==> config.mk <==
export PLATFORM = sky130hd
export DESIGN_NAME = hole_fit_allocator_core
export DESIGN_NICKNAME = d
export VERILOG_FILES = /design/src/rtl/hfa_pkg.sv /design/src/rtl/hfa_ram.sv /design/src/rtl/hfa_fit_unit.sv /design/src/rtl/hole_fit_allocator_core.sv
export SDC_FILE = /design/constraint.sdc
export NUM_CORES = 1
export LEC_CHECK = 0
export BUFFER_PORTS_ARGS = -buffer_cell sky130_fd_sc_hd__buf_4
export CAP_MARGIN = 20
export CELL_PAD_IN_SITES_DETAIL_PLACEMENT = 1
export CELL_PAD_IN_SITES_GLOBAL_PLACEMENT = 1
export CORE_MARGIN = 3
export CORE_UTILIZATION = 45
export DETAILED_ROUTE_END_ITERATION = 10
export PLACE_DENSITY = 0.7
export SLEW_MARGIN = 10
export SYNTH_ARGS = -nofsm -noshare
export SYNTH_HDL_FRONTEND = slang
export SYNTH_SLANG_ARGS = --single-unit
==> constraint.sdc <==
create_clock -name aclk -period 11.35 [get_ports aclk]
set_input_delay 1.135 -clock aclk [delete_from_list [all_inputs] [get_ports aclk]]
set_output_delay 1.135 -clock aclk [all_outputs]
set_load 0.02 [all_outputs]
==> src/rtl/hfa_pkg.sv <==
// Shared types and constants of the hole fit allocator.
package hfa_pkg;

    // Field widths fixed by the stream format
    localparam int unsigned SIZE_W     = 16;
    localparam int unsigned HOLE_IDX_W = 4;
    localparam int unsigned COUNT_W    = 5;
    localparam int unsigned POLICY_W   = 2;
    localparam int unsigned TDATA_W    = 24;
    localparam int unsigned CFG_ADDR_W = 1;
    localparam int unsigned CFG_DATA_W = 5;

    // Operation codes
    localparam logic OP_LOAD    = 1'b0;
    localparam logic OP_REQUEST = 1'b1;

    // Placement policies; the unused code falls back to first fit
    localparam logic [POLICY_W-1:0] POL_FIRST = 2'd0;
    localparam logic [POLICY_W-1:0] POL_BEST  = 2'd1;
    localparam logic [POLICY_W-1:0] POL_WORST = 2'd2;

    // Register indexes
    localparam logic [CFG_ADDR_W-1:0] REG_FIT_POLICY = 1'd0;
    localparam logic [CFG_ADDR_W-1:0] REG_HOLE_COUNT = 1'd1;

    // Sequencer commands to the fit unit
    typedef struct packed {
        logic clear;
        logic step;
    } fit_ctrl_t;

endpackage

==> src/rtl/hfa_ram.sv <==
// Generic single-write, single-read RAM with registered read data.
module hfa_ram #(
    parameter int unsigned WIDTH = 16,
    parameter int unsigned DEPTH = 16,
    localparam int unsigned AW = (DEPTH > 1) ? $clog2(DEPTH) : 1
) (
    input  logic                  aclk,
    input  logic                  we,
    input  logic [AW-1:0]         waddr,
    input  logic [WIDTH-1:0]      wdata,
    input  logic [AW-1:0]         raddr,
    output logic [WIDTH-1:0]      rdata
);
    logic [WIDTH-1:0] mem_reg [DEPTH];
    logic [WIDTH-1:0] rdata_reg;

    // Write port and registered read port
    always_ff @(posedge aclk) begin
        if (we) begin
            mem_reg[waddr] <= wdata;
        end
        rdata_reg <= mem_reg[raddr];
    end

    assign rdata = rdata_reg;

endmodule

==> src/rtl/hfa_fit_unit.sv <==
// Shared compare/select unit: tracks the chosen hole over a scan and the size left.
module hfa_fit_unit #(
    parameter int unsigned AW = 4
) (
    input  logic                                 aclk,
    input  logic                                 aresetn,
    input  hfa_pkg::fit_ctrl_t                   ctrl,
    input  logic [hfa_pkg::POLICY_W-1:0]         policy,
    input  logic [hfa_pkg::SIZE_W-1:0]           req_size,
    input  logic [hfa_pkg::SIZE_W-1:0]           cand_size,
    input  logic [AW-1:0]                        cand_idx,
    output logic                                 found,
    output logic [AW-1:0]                        pick,
    output logic [hfa_pkg::SIZE_W-1:0]           left
);
    logic                        found_reg, found_next;
    logic [AW-1:0]               pick_reg, pick_next;
    logic [hfa_pkg::SIZE_W-1:0]  best_reg, best_next;
    logic                        fits;
    logic                        take;

    // One candidate per step: does it fit, and does it beat the current pick
    always_comb begin
        fits = (cand_size >= req_size);
        take = fits && (!found_reg
               || ((policy == hfa_pkg::POL_BEST)  && (cand_size < best_reg))
               || ((policy == hfa_pkg::POL_WORST) && (cand_size > best_reg)));
        found_next = found_reg;
        pick_next  = pick_reg;
        best_next  = best_reg;
        if (ctrl.clear) begin
            found_next = 1'b0;
        end else if (ctrl.step && take) begin
            found_next = 1'b1;
            pick_next  = cand_idx;
            best_next  = cand_size;
        end
    end

    always_ff @(posedge aclk) begin
        if (!aresetn) begin
            found_reg <= 1'b0;
        end else begin
            found_reg <= found_next;
        end
        pick_reg <= pick_next;
        best_reg <= best_next;
    end

    assign found = found_reg;
    assign pick  = pick_reg;
    assign left  = best_reg - req_size;

endmodule

==> src/rtl/hole_fit_allocator_core.sv <==
// Top level of the hole fit allocator: stream ports, sequencer, hole table.
//
// Keeps a table of HOLES free-hole sizes (reset to zero) and places requests by
// first, best or worst fit. A load goes from transfer straight to the result. A
// request reads min(hole_count, HOLES) table entries, one per cycle through the
// single read port, drains the read pipeline into the shared compare unit, then
// writes back the shrunk hole and presents the result once the output register
// is free; with hole_count 0 it goes straight to the result. The block accepts one
// item at a time; a finished result waits in the output register while the
// next item is taken. Every item gives exactly one result transfer.
module hole_fit_allocator_core #(
    parameter int unsigned HOLES = 16
) (
    input  logic                                aclk,
    input  logic                                aresetn,
    // Configuration write port
    input  logic                                cfg_we,
    input  logic [hfa_pkg::CFG_ADDR_W-1:0]      cfg_addr,
    input  logic [hfa_pkg::CFG_DATA_W-1:0]      cfg_wdata,
    // Input items
    input  logic                                s_tvalid,
    output logic                                s_tready,
    input  logic [hfa_pkg::TDATA_W-1:0]         s_tdata,  // op, hole_index[3:0], size[15:0]
    // Results
    output logic                                m_tvalid,
    input  logic                                m_tready,
    output logic [hfa_pkg::TDATA_W-1:0]         m_tdata   // granted, chosen_hole[3:0], size_left[15:0]
);
    localparam int unsigned AW  = (HOLES > 1) ? $clog2(HOLES) : 1;
    localparam int unsigned IXW = (AW > hfa_pkg::HOLE_IDX_W) ? AW : hfa_pkg::HOLE_IDX_W;
    localparam int unsigned LW  = ((AW + 1) > hfa_pkg::COUNT_W) ? (AW + 1) : hfa_pkg::COUNT_W;
    localparam logic [LW-1:0] HOLES_L = LW'(HOLES);

    typedef enum logic [4:0] {
        ST_IDLE   = 5'b00001,
        ST_SCAN   = 5'b00010,
        ST_DRAIN  = 5'b00100,
        ST_FINISH = 5'b01000,
        ST_SPARE  = 5'b10000
    } state_t;

    state_t                         state_reg, state_next;

    logic [hfa_pkg::POLICY_W-1:0]   policy_reg;
    logic [hfa_pkg::COUNT_W-1:0]    count_reg;

    logic                           op_reg;
    logic                           load_ok_reg;
    logic [AW-1:0]                  addr_reg;
    logic [hfa_pkg::SIZE_W-1:0]     size_reg;
    logic [LW-1:0]                  cnt_reg, cnt_next;

    logic                           dv_reg;
    logic [AW-1:0]                  didx_reg;
    logic                           vq_reg;
    logic [HOLES-1:0]               valid_reg;

    logic                           m_tvalid_reg;
    logic [hfa_pkg::TDATA_W-1:0]    m_tdata_reg;

    // Input field unpacking
    logic                           in_op;
    logic [hfa_pkg::HOLE_IDX_W-1:0] in_idx;
    logic [hfa_pkg::SIZE_W-1:0]     in_size;
    logic [IXW-1:0]                 in_idx_ext;
    logic [LW-1:0]                  count_ext;
    logic [LW-1:0]                  limit;
    logic                           s_xfer;

    assign in_op      = s_tdata[0];
    assign in_idx     = s_tdata[4:1];
    assign in_size    = s_tdata[20:5];
    assign in_idx_ext = IXW'(in_idx);
    assign count_ext  = LW'(count_reg);
    assign limit      = (count_ext > HOLES_L) ? HOLES_L : count_ext;
    assign s_tready   = (state_reg == ST_IDLE);
    assign s_xfer     = s_tvalid && s_tready;

    // Configuration registers
    always_ff @(posedge aclk) begin
        if (!aresetn) begin
            policy_reg <= hfa_pkg::POL_FIRST;
            count_reg  <= '0;
        end else if (cfg_we) begin
            case (cfg_addr)
                hfa_pkg::REG_FIT_POLICY: policy_reg <= cfg_wdata[hfa_pkg::POLICY_W-1:0];
                hfa_pkg::REG_HOLE_COUNT: count_reg  <= cfg_wdata;
                default: ;
            endcase
        end
    end

    // Hole table and its read pipeline
    logic                           ram_we;
    logic [AW-1:0]                  ram_waddr;
    logic [hfa_pkg::SIZE_W-1:0]     ram_wdata;
    logic [AW-1:0]                  ram_raddr;
    logic [hfa_pkg::SIZE_W-1:0]     ram_rdata;
    logic [hfa_pkg::SIZE_W-1:0]     cand_size;

    assign ram_raddr = cnt_reg[AW-1:0];

    hfa_ram #(
        .WIDTH (hfa_pkg::SIZE_W),
        .DEPTH (HOLES)
    ) u_table (
        .aclk  (aclk),
        .we    (ram_we),
        .waddr (ram_waddr),
        .wdata (ram_wdata),
        .raddr (ram_raddr),
        .rdata (ram_rdata)
    );

    // Entries never written read as zero
    assign cand_size = vq_reg ? ram_rdata : '0;

    // Shared compare unit
    hfa_pkg::fit_ctrl_t             fit_ctrl;
    logic                           fit_found;
    logic [AW-1:0]                  fit_pick;
    logic [hfa_pkg::SIZE_W-1:0]     fit_left;

    assign fit_ctrl.clear = s_xfer;
    assign fit_ctrl.step  = dv_reg;

    hfa_fit_unit #(
        .AW (AW)
    ) u_fit (
        .aclk      (aclk),
        .aresetn   (aresetn),
        .ctrl      (fit_ctrl),
        .policy    (policy_reg),
        .req_size  (size_reg),
        .cand_size (cand_size),
        .cand_idx  (didx_reg),
        .found     (fit_found),
        .pick      (fit_pick),
        .left      (fit_left)
    );

    // Result of the finishing item
    logic                           fin_go;
    logic                           res_granted;
    logic [AW-1:0]                  res_addr;
    logic [hfa_pkg::SIZE_W-1:0]     res_size;
    logic [IXW-1:0]                 res_hole_ext;
    logic [hfa_pkg::TDATA_W-1:0]    res_word;

    always_comb begin
        if (op_reg == hfa_pkg::OP_LOAD) begin
            res_granted = load_ok_reg;
            res_addr    = addr_reg;
            res_size    = size_reg;
        end else begin
            res_granted = fit_found;
            res_addr    = fit_pick;
            res_size    = fit_left;
        end
    end

    assign fin_go       = (state_reg == ST_FINISH) && (!m_tvalid_reg || m_tready);
    assign ram_we       = fin_go && res_granted;
    assign ram_waddr    = res_addr;
    assign ram_wdata    = res_size;
    assign res_hole_ext = IXW'(res_addr);

    // Packed result word; refused items carry all zeros
    always_comb begin
        res_word = '0;
        if (res_granted) begin
            res_word[0]    = 1'b1;
            res_word[4:1]  = res_hole_ext[hfa_pkg::HOLE_IDX_W-1:0];
            res_word[20:5] = res_size;
        end
    end

    // Sequencer
    always_comb begin
        state_next = state_reg;
        cnt_next   = cnt_reg;
        case (state_reg)
            ST_IDLE: begin
                cnt_next = '0;
                if (s_xfer) begin
                    if (in_op == hfa_pkg::OP_LOAD || limit == '0) begin
                        state_next = ST_FINISH;
                    end else begin
                        state_next = ST_SCAN;
                    end
                end
            end
            ST_SCAN: begin
                cnt_next = cnt_reg + 1'b1;
                if (cnt_next == limit) begin
                    state_next = ST_DRAIN;
                end
            end
            ST_DRAIN: state_next = ST_FINISH;
            ST_FINISH: begin
                if (fin_go) begin
                    state_next = ST_IDLE;
                end
            end
            default: state_next = ST_IDLE;
        endcase
    end

    always_ff @(posedge aclk) begin
        if (!aresetn) begin
            state_reg <= ST_IDLE;
            dv_reg    <= 1'b0;
            valid_reg <= '0;
        end else begin
            state_reg <= state_next;
            dv_reg    <= (state_reg == ST_SCAN);
            if (ram_we) begin
                valid_reg[ram_waddr] <= 1'b1;
            end
        end
        cnt_reg  <= cnt_next;
        didx_reg <= ram_raddr;
        vq_reg   <= valid_reg[ram_raddr];
    end

    // Item capture on input transfer
    always_ff @(posedge aclk) begin
        if (s_xfer) begin
            op_reg      <= in_op;
            size_reg    <= in_size;
            load_ok_reg <= ({1'b0, in_idx_ext} < (IXW + 1)'(HOLES));
            addr_reg    <= in_idx_ext[AW-1:0];
        end
    end

    // Output register
    always_ff @(posedge aclk) begin
        if (!aresetn) begin
            m_tvalid_reg <= 1'b0;
        end else if (fin_go) begin
            m_tvalid_reg <= 1'b1;
        end else if (m_tready) begin
            m_tvalid_reg <= 1'b0;
        end
        if (fin_go) begin
            m_tdata_reg <= res_word;
        end
    end

    assign m_tvalid = m_tvalid_reg;
    assign m_tdata  = m_tdata_reg;

    // Checks
    a_onehot_state: assert property (@(posedge aclk) disable iff (!aresetn)
        $onehot(state_reg))
        else $error("state register not one-hot");

    a_busy_after_xfer: assert property (@(posedge aclk) disable iff (!aresetn)
        s_tvalid && s_tready |=> !s_tready)
        else $error("input accepted while an item is in progress");

    a_scan_in_range: assert property (@(posedge aclk) disable iff (!aresetn)
        (state_reg == ST_SCAN) |-> (cnt_reg < limit))
        else $error("scan address beyond hole count");

    a_write_on_finish: assert property (@(posedge aclk) disable iff (!aresetn)
        ram_we |-> (state_reg == ST_FINISH) && !(m_tvalid_reg && !m_tready))
        else $error("table written outside result hand-off");

    a_refused_zero: assert property (@(posedge aclk) disable iff (!aresetn)
        m_tvalid && !m_tdata[0] |-> (m_tdata[20:1] == '0))
        else $error("refused result carries nonzero fields");

endmodule
==> results of run 1 <==
## worst max path at each step
stage / depth (start not counted) / slack [ns] / to / startpoint
6_report: 8 / 7.99 / u_table.mem_reg[4][14] / size_reg[0]
3_5_place_dp: 8 / 7.98 / u_table.mem_reg[13][14] / size_reg[0]
4_1_cts: 8 / 7.98 / u_table.mem_reg[11][14] / size_reg[0]
2_1_floorplan: 9 / 7.55 / u_fit.best_reg[0] / vq_reg
3_3_place_gp: 8 / 8.09 / u_table.mem_reg[6][14] / size_reg[0]
5_1_grt: 8 / 7.69 / state_reg[2] / cnt_reg[0]
## layout make-up
type	count	area share (%)
clock buffers	51	6.11
clock inverters	22	1.07
inverters	46	0.955
multi-input cells	471	25.9
flip-flops and latches	374	59.3
well taps	448	3.10
repair buffers	88	3.65
## critical path, delay by kind of cell (launching register included)
family,cells,cell delay (ns)
simple gates,3,0.83
fa+ha+maj,2,0.65
compound gates,3,0.99
flops,1,0.42
## logic make-up (layout without fill, tap and decap cells)
logic type               count (synthesis)  after routing  share of synthesized area, %
adder cells (fa/ha/maj)                 46             46                          3.72
other                                    1              3                        0.0239
AND/OR/NAND/NOR                        176            176                          5.73
buffers and inverters                   84            207                          2.15
AO/OA/AOI/OAI                          137            137                          6.22
flip-flops                             374            374                          68.4
XOR/XNOR                                16             16                         0.990
multiplexers                            93             93                          12.8
## routing by layer
metal / wire (um) / track usage, % / vias up
met5: 0 / 0 / -
met3: 1750 / 3.05 / 59
met4: 939 / 5.72 / 0
met1: 15200 / 26.3 / 4470
li1: - / - / 3858
met2: 17900 / 33.7 / 209
## through the flow
step	setup slack [ns]	cells	total power [mW]	utilization (%)
floorplan	7.55	929	1.87	-
global placement	8.09	1425	1.98	49.4
detailed placement	7.98	1427	1.99	49.4
CTS	7.98	1500	3.27	53.3
global route	7.69	1500	3.36	53.3
finish	7.99	1500	3.23	53.3
## power by group through the flow
stage          Clock (mW)  Combinational [mW]  Sequential [mW]
3_3_place_gp            0               0.355             1.62
3_5_place_dp            0               0.369             1.62
5_1_grt              1.36               0.401             1.60
6_report             1.27               0.366             1.59
2_1_floorplan           0               0.255             1.61
4_1_cts              1.30               0.370             1.59
## cell usage in the layout, fill, tap and decap left out, types with 17 or more instances in the layout
cell type / n
edfxtp_1: 323
buf_4: 88
mux4_2: 85
dfxtp_1: 51
inv_1: 46
ha_1: 45
clkbuf_16: 42
nand2_1: 40
o21a_1: 26
and2_1: 24
nor2_1: 24
o21ai_0: 20
nand3_1: 17
==> run_results.csv, run 1 <==
group,metric,value,unit
timing,timing.final.crit_share,29.6,%
cts,post_cts_buffers,0,
logic_synthesis,synth_edf_count,323,
global_route,grt_start_max_net_pins,71,
global_route,grt_overflow,0,
logic_synthesis,synth_top_area_share,61.9,%
cts,cts_max_path_buffers,3,
final_layout,regArea,0.0107,mm^2
route,num_vias,8596,
die,die_w,193,um
timing,rsz0062_at_grt,"false",
critical_path,worstSetupEndpointType,"register",
timing,final.min_clock_period,3.36,ns
critical_path,required,11.42,ns
logic_synthesis,ys_ff_latch,374,
critical_path,crit_chain,"ha_1 > fa_1 > nor2b_1 > o21a_1 > o211ai_1 > a311oi_1 > or3_1 > nand3_1",
die,die_h,193,um
logic_synthesis,synth_top_cell_by_area,"edfxtp_1",
route,drtIter0Drc,651,
final_layout,multi_input_area,0.00468,mm^2
power_and_ir_drop,power_density,179,mW/mm^2
critical_path,r2r_cells,8,
min_path,worstHoldPathType,"register to register",
critical_path,timing.rr.end,"u_table.mem_reg[4][14]",
final_layout,area_delta_synth_final,15.4,%
logic_synthesis,ys_seq_area_share,68.4,%
timing,fin_skew,0.0181,ns
place,placed_area,0.0168,mm^2
global_route,grt_pass1_vias,9231,
critical_path,r2r_setup_slack,7.99,ns
cts,clock_latency,0.54,ns
route,wl_per_cell,23.9,um
power_and_ir_drop,combPwrFrac,11.3,%
global_route,grt_first_pass_wirelength,54.8,mm
timing,tightest_slew,1.07,ns
die,core-area,0.0340,mm^2
die,io_pins,61,
cts,cts_root_buf,"clkbuf_16",
critical_path,reg2reg_from,"size_reg[0]",
timing,maxSlewHeadroom,28.9,%
die,initial_core_util,46.2,%
route,vias_per_cell,5.73,
outcome,status,"finished, final reports clean",
power_and_ir_drop,peakVddDrop,0.110,mV
route,wl,35.8,mm
die,rows,67,
die,die_area,0.0371,mm^2
place,io_buffer_count,54,
timing,fin_worst_hold_slack,0.404,ns
logic_synthesis,yosysMostFrequentCell,"edfxtp_1",
timing,finalSetupViolCount,0,
route,firstDrtPassIters,5,
final_layout,antennaDiodeCount,0,
critical_path,cpPeakStageDelay,0.59,ns
power_and_ir_drop,p_seq_share,49.3,%
critical_path,path_class,"register to register",
flow_run,drv_cap,0,
place,place_congestion,0.787,
power_and_ir_drop,sw_frac_of_total,23.6,%
timing,drv_slew,0,
timing,setup_tns,0,ns
place,hpwl,22.8,mm
logic_synthesis,yosysUniqueCellTypes,68,
cts,cts_buffers,40,
logic_synthesis,netlist_top_cells_count,"edfxtp_1, mux4_2, dfxtp_1",
final_layout,design_area,0.0181,mm^2
min_path,hold_path.startpoint,"didx_reg[0]",
global_route,antenna_found_initial,1,
cts,post_cts_resized,0,
logic_synthesis,async_flop_share,0,%
min_path,hold_end,"u_fit.pick[0]",
critical_path,crit_path_max_fanout,16,
logic_synthesis,netlist_area,0.0157,mm^2
logic_synthesis,avgSynthCellArea,16.9,um^2
cts,clk_pin_slew_worst_paths,0.06,ns
critical_path,arrival,3.42,ns
logic_synthesis,yosys_warnings,0,
critical_path,start_kind,"register",
cts,htreeDepth,2,
cts,cts_hold_buffers,0,
timing,final_hold_viol_count,0,
power_and_ir_drop,power.switching,0.764,mW
min_path,min_path_cells,0,
power_and_ir_drop,p_clk_share,39.4,%
final_layout,drive_above_1_share,24.6,%
power_and_ir_drop,internal-power,2.47,mW
final_layout,fillers,3162,
route,drcViolationCount,0,
cts,numClockSinks,374,
power_and_ir_drop,p_leak,6.35,nW
critical_path,cpMaxStageDelayCell,"a311oi_1",
cts,cts_tree,"yes",
logic_synthesis,synth_cells,927,
final_layout,nets,1102,
logic_synthesis,yosys_most_used_dff,"edfxtp_1",
logic_synthesis,ys_top_cells_by_area,"edfxtp_1, mux4_2, dfxtp_1",
route,drtAntennaViolNets,0,
final_layout,largest_reg_flops,256,
timing,max_clock_freq,298,MHz
global_route,grt_usage,19.7,%
(Power assumes the default switching activity.)
==> inputs of run 2 (changes only) <==
--- a/config.mk
+++ b/config.mk
@@ -5,6 +5,7 @@
 export SDC_FILE = /design/constraint.sdc
 export NUM_CORES = 1
 export LEC_CHECK = 0
+export ABC_AREA = 1
 export BUFFER_PORTS_ARGS = -buffer_cell sky130_fd_sc_hd__buf_4
 export CAP_MARGIN = 20
 export CELL_PAD_IN_SITES_DETAIL_PLACEMENT = 1
@@ -12,7 +13,7 @@
 export CORE_MARGIN = 3
 export CORE_UTILIZATION = 45
 export DETAILED_ROUTE_END_ITERATION = 10
-export PLACE_DENSITY = 0.7
+export PLACE_DENSITY = 0.73
 export SLEW_MARGIN = 10
 export SYNTH_ARGS = -nofsm -noshare
 export SYNTH_HDL_FRONTEND = slang
==> constraint.sdc (replaced) <==
create_clock -name aclk -period 3.4 [get_ports aclk]
set_input_delay 0.34 -clock aclk [delete_from_list [all_inputs] [get_ports aclk]]
set_output_delay 0.34 -clock aclk [all_outputs]
set_load 0.02 [all_outputs]
==> run_results.csv, run 2 <==
group,metric,value,unit
outcome,status,"finished, final reports clean",
critical_path,reg2reg_from,"size_reg[0]",
route,drtAntennaViolNets,0,
die,rows,68,
cts,cts_buffers,41,
critical_path,crit_path_max_fanout,16,
final_layout,design_area,0.0185,mm^2
timing,finalSetupViolCount,0,
power_and_ir_drop,p_leak,6.92,nW
final_layout,largest_reg_flops,256,
logic_synthesis,yosysUniqueCellTypes,43,
logic_synthesis,synth_edf_count,323,
logic_synthesis,synth_top_area_share,61.1,%
global_route,grt_first_pass_wirelength,64.9,mm
timing,setup_tns,0,ns
critical_path,crit_start,"size_reg[0]",
place,place_congestion,0.906,
logic_synthesis,yosys_most_used_dff,"edfxtp_1",
logic_synthesis,ys_top_cells_by_area,"edfxtp_1, dfxtp_1, nor2_1",
route,num_vias,10600,
global_route,antenna_found_initial,2,
logic_synthesis,yosysMostFrequentCell,"edfxtp_1",
global_route,grt_overflow,0,
cts,cts_root_buf,"clkbuf_16",
logic_synthesis,synth_cells,1312,
timing,maxSlewHeadroom,46.0,%
critical_path,path_class,"register to register",
route,drcViolationCount,0,
critical_path,required,3.69,ns
cts,cts_max_path_buffers,3,
place,io_buffer_count,54,
flow_run,drv_cap,0,
die,io_pins,61,
power_and_ir_drop,power_density,671,mW/mm^2
cts,clock_latency,0.56,ns
die,die_h,194,um
critical_path,path_buf_inv,2,
final_layout,final_cell_mix,"edfxtp_1, nor2_1, nand2_1",
route,firstDrtPassIters,5,
die,core-area,0.0346,mm^2
logic_synthesis,ys_ff_latch,374,
timing,timing.final.crit_share,88.7,%
die,die_area,0.0376,mm^2
die,die_w,194,um
logic_synthesis,yosys_warnings,0,
final_layout,area_delta_synth_final,16.6,%
final_layout,antennaDiodeCount,0,
route,wl,42.5,mm
critical_path,path_common_cell,"nand2_1",
final_layout,fillers,3508,
critical_path,cp_top_family,"simple AND/OR/NAND/NOR gates",
final_layout,mostFrequentLayoutCell,"edfxtp_1",
logic_synthesis,netlist_area,0.0159,mm^2
power_and_ir_drop,peakVddDrop,0.477,mV
timing,rsz0062_at_grt,"false",
min_path,hold_path.startpoint,"cfg_wdata[1]",
cts,clk_pin_slew_worst_paths,0.06,ns
logic_synthesis,avgSynthCellArea,12.1,um^2
critical_path,cpMaxStageDelayCell,"edfxtp_1",
global_route,grt_usage,22.4,%
critical_path,crit_chain,"ha_1 > fa_1 > inv_1 > nand3_1 > nand2_1 > a21oi_1 > o21bai_1 > nand2_1 > nand2_1 > nand2_1 > nand3_1 > nand2_1 > inv_1",
timing,tightest_slew,0.805,ns
final_layout,drive_above_1_share,12.7,%
logic_synthesis,async_flop_share,0,%
logic_synthesis,ys_seq_area_share,67.5,%
timing,final.min_clock_period,3.02,ns
die,initial_core_util,45.8,%
timing,final_hold_viol_count,0,
critical_path,worstSetupEndpointType,"register",
cts,numClockSinks,374,
place,placed_area,0.0170,mm^2
cts,cts_tree,"yes",
power_and_ir_drop,report.power.total,12.4,mW
route,drtIter0Drc,843,
final_layout,nets,1489,
logic_synthesis,synth_top_cell_by_area,"edfxtp_1",
min_path,worstHoldPathType,"input port to register",
timing,drv_slew,0,
critical_path,cpPeakStageDelay,0.44,ns
route,wl_per_cell,22.4,um
timing,fin_skew,0.0160,ns
global_route,grt_pass1_vias,11200,
logic_synthesis,netlist_top_cells_count,"edfxtp_1, nor2_1, nand2_1",
critical_path,arrival,3.30,ns
timing,max_clock_freq,332,MHz
global_route,grt_start_max_net_pins,116,
cts,post_cts_buffers,0,
critical_path,start_kind,"register",
cts,htreeDepth,2,
place,hpwl,27.0,mm
route,vias_per_cell,5.59,
[run 2: what timing repair did]
action                    in CTS  in global routing
hold buffers                  21                  0
hold endpoints to repair      21                  0
gates resized for setup        0                  0
[run 2: cells by family after synthesis]
| kind of cell | share of synthesized area [%] |
|---|---|
| DFF | 67.5 |
| and+or+nand+nor | 10.8 |
| other | 0.0236 |
| adders and majority gates | 3.67 |
| AOI/OAI and AO/OA | 9.49 |
| xor gates and xnor gates | 0.717 |
| muxes | 3.34 |
| buffers and inverters | 4.37 |
[run 2: worst register-to-register path: stages, from the launching register on]
cell,delay [ns]
edfxtp_1,0.44
ha_1,0.27
fa_1,0.39
inv_1,0.14
nand3_1,0.09
nand2_1,0.13
a21oi_1,0.16
o21bai_1,0.23
nand2_1,0.10
nand2_1,0.08
nand2_1,0.05
nand3_1,0.06
nand2_1,0.18
inv_1,0.42
[run 2: area by class of cell]
cell class / count / area [um^2] / area share, %
clock buffers: 62 / 1150 / 6.24
clock inverters: 14 / 155 / 0.839
inverters: 112 / 420 / 2.27
well taps: 455 / 569 / 3.08
multi-input cells: 766 / 4520 / 24.4
flip-flops and latches: 374 / 10700 / 57.9
repair buffers: 113 / 963 / 5.21
[run 2: metal layers]
metal	vias up	share of wire, %	routed length [um]	GRT usage (%)
met5	-	0.016	7	0
met4	2	3.4	1470	8.87
met3	90	5.8	2460	4.19
met2	276	49	20700	37.7
met1	5319	42	17900	28.7
li1	4903	-	-	-
[run 2: report_power, final]
group	internal [mW]	switching (mW)	total (mW)
Combinational	0.787	1.78	2.57
Sequential	5.40	0.127	5.53
Clock	2.52	1.81	4.32
Total	8.70	3.72	12.4
[run 2: final timing paths]
path	end	slack [ns]	depth (start not counted)
max reg2reg	u_table.mem_reg[6][12]	0.38	13
min reg2reg	u_fit.pick[3]	0.40	0
min	policy_reg[1]	0.05	3
max	u_table.mem_reg[6][12]	0.38	13
[run 2: stage by stage]
step	cells	hold WS (ns)	utilization, %	setup slack (ns)
after floorplan	1314	0.343	-	0.0690
after global placement	1799	0.388	49.0	0.592
after detailed placement	1799	0.390	49.0	0.490
after CTS	1896	0.0255	53.4	0.440
after global routing	1896	0.0469	53.4	0.210
final	1896	0.0463	53.4	0.384
==> inputs of run 3 (changes only) <==
--- a/config.mk
+++ b/config.mk
@@ -13,7 +13,7 @@
 export CORE_MARGIN = 3
 export CORE_UTILIZATION = 45
 export DETAILED_ROUTE_END_ITERATION = 10
-export PLACE_DENSITY = 0.73
+export PLACE_DENSITY = 0.76
 export SLEW_MARGIN = 10
 export SYNTH_ARGS = -nofsm -noshare
 export SYNTH_HDL_FRONTEND = slang
==> constraint.sdc (replaced) <==
create_clock -name aclk -period 2.7 [get_ports aclk]
set_input_delay 0.27 -clock aclk [delete_from_list [all_inputs] [get_ports aclk]]
set_output_delay 0.27 -clock aclk [all_outputs]
set_load 0.02 [all_outputs]
==> run_results.csv, run 3 (synthesis gave the netlist of run 2 again) <==
group,metric,value,unit
cts,clk_pin_slew_worst_paths,0.06,ns
critical_path,required,2.80,ns
timing,timing.final.crit_share,96.9,%
die,io_pins,61,
final_layout,drive_above_1_share,15.3,%
cts,cts_root_buf,"clkbuf_16",
critical_path,arrival,2.72,ns
final_layout,final_cell_mix,"edfxtp_1, nor2_1, nand2_1",
global_route,grt_usage,23.1,%
route,wl_per_cell,23.0,um
power_and_ir_drop,power_density,850,mW/mm^2
timing,fin_worst_hold_slack,0.0424,ns
min_path,min_path_cells,3,
cts,htreeDepth,2,
cts,cts_buffers,40,
route,drtIter0Drc,819,
cts,numClockSinks,374,
timing,setup_tns,0,ns
critical_path,reg2reg_from,"size_reg[2]",
place,io_buffer_count,54,
timing,maxSlewHeadroom,40.3,%
critical_path,r2r_cells,9,
critical_path,worstSetupEndpointType,"register",
min_path,hold_path.startpoint,"aresetn",
place,place_congestion,0.832,
timing,drv_slew,0,
flow_run,drv_cap,0,
final_layout,mostFrequentLayoutCell,"edfxtp_1",
final_layout,largest_reg_flops,256,
global_route,antenna_found_initial,1,
route,num_vias,11000,
timing,fin_skew,0.0141,ns
global_route,grt_start_max_net_pins,109,
global_route,grt_first_pass_wirelength,67.5,mm
critical_path,path_buf_inv,1,
timing,final.min_clock_period,2.62,ns
power_and_ir_drop,peakVddDrop,0.426,mV
die,die_w,194,um
timing,final_hold_viol_count,0,
route,vias_per_cell,5.72,
power_and_ir_drop,report.power.total,16.1,mW
critical_path,start_kind,"register",
route,drcViolationCount,0,
place,hpwl,27.6,mm
timing,finalSetupViolCount,0,
cts,cts_max_path_buffers,3,
timing,max_clock_freq,382,MHz
timing,rsz0062_at_grt,"false",
critical_path,path_class,"register to register",
timing,tightest_slew,0.886,ns
die,die_area,0.0376,mm^2
critical_path,timing.rr.end,"u_table.mem_reg[10][9]",
critical_path,r2r_setup_slack,0.08,ns
critical_path,path_common_cell,"nand2_1",
min_path,hold_end,"u_fit.found",
critical_path,crit_chain,"inv_1 > ha_1 > a21oi_1 > nor2_1 > o21ai_0 > nand3b_1 > xor2_1 > nand2_1 > nand2_1",
die,die_h,194,um
die,initial_core_util,45.8,%
die,core-area,0.0346,mm^2
cts,clock_latency,0.53,ns
cts,cts_tree,"yes",
final_layout,fillers,3521,
global_route,grt_pass1_vias,11600,
critical_path,cpMaxStageDelayCell,"edfxtp_1",
final_layout,nets,1513,
global_route,grt_overflow,0,
die,rows,68,
critical_path,cpPeakStageDelay,0.41,ns
route,wl,44.1,mm
route,drtAntennaViolNets,0,
min_path,worstHoldPathType,"input port to register",
critical_path,crit_path_max_fanout,16,
outcome,status,"finished, final reports clean",
final_layout,area_delta_synth_final,19.1,%
power_and_ir_drop,p_leak,7.10,nW
route,firstDrtPassIters,5,
critical_path,cp_top_family,"simple AND/OR/NAND/NOR gates",
==> run 3: cell types whose count changed in the layout (fill, tap and decap cells not counted), sizes merged <==
cell	delta
clkinv	+3
inv	-2
diode	+1
clkbuf	-6
clkinvlp	+1
bufinv	+3
buf	+24
==> run 3: where the power goes <==
| group | internal (mW) | switching, mW | total (mW) |
|---|---|---|---|
| combinational | 1.09 | 2.31 | 3.40 |
| clock | 3.45 | 2.26 | 5.71 |
| sequential | 6.79 | 0.157 | 6.95 |
| total | 11.3 | 4.72 | 16.1 |
==> run 3: what timing repair did <==
item | CTS | global route
endpoints found under the hold margin | 21 | 0
resized for setup | 3 | 14
cloned | 0 | 1
pin swaps | 0 | 1
setup endpoints to repair | 48 | 116
hold buffers | 21 | 0
setup buffers | 1 | 3
==> run 3: how the worst max path moves through the flow <==
stage	cells after the start	slack, ns	from	to
floorplan	7	-0.14	m_tvalid	u_table.mem_reg[0][0]
global placement	13	0.09	size_reg[0]	u_table.mem_reg[5][12]
detailed placement	10	0.009	size_reg[0]	u_table.mem_reg[4][8]
CTS	11	0.01	size_reg[2]	u_table.mem_reg[11][5]
global route	13	0.02	size_reg[0]	u_table.mem_reg[8][10]
finish	9	0.08	size_reg[2]	u_table.mem_reg[10][9]
==> run 3: metrics by stage <==
stage	setup slack (ns)	std cells	cell area (um^2)	utilization, %
6_report	0.0846	1920	18900	54.6
5_1_grt	0.0212	1919	18900	54.6
4_1_cts	0.0115	1915	18800	54.4
3_5_place_dp	0.00868	1819	17200	49.7
3_3_place_gp	0.0906	1819	17200	49.7
2_1_floorplan	-0.138	1314	15900	-
==> run 3: layout make-up <==
cell class	count	area [um^2]	area share, %
Antenna cell	1	2.50	0.0132
Clock buffer	56	1140	6.05
Clock inverter	18	228	1.20
Inverter	112	432	2.28
Multi-Input combinational cell	766	4550	24.1
Sequential cell	374	10700	56.7
Tap cell	455	569	3.01
Timing Repair Buffer	137	1250	6.60
Timing Repair inverter	1	7.51	0.0397
==> run 3: tightest hold or removal path, delay by kind of cell <==
| family | cells | cell delay, ns |
|---|---|---|
| and+or+nand+nor | 1 | 0.07 |
| buffers and inverters | 1 | 0.15 |
| AOI/OAI and AO/OA | 1 | 0.04 |
==> run 3: routing by layer <==
metal / global-route usage (%) / part of all wire (%)
met2: 40.4 / 50
met4: 7.34 / 3.0
met1: 30.0 / 42
met5: 0 / 0
met3: 3.23 / 5.4
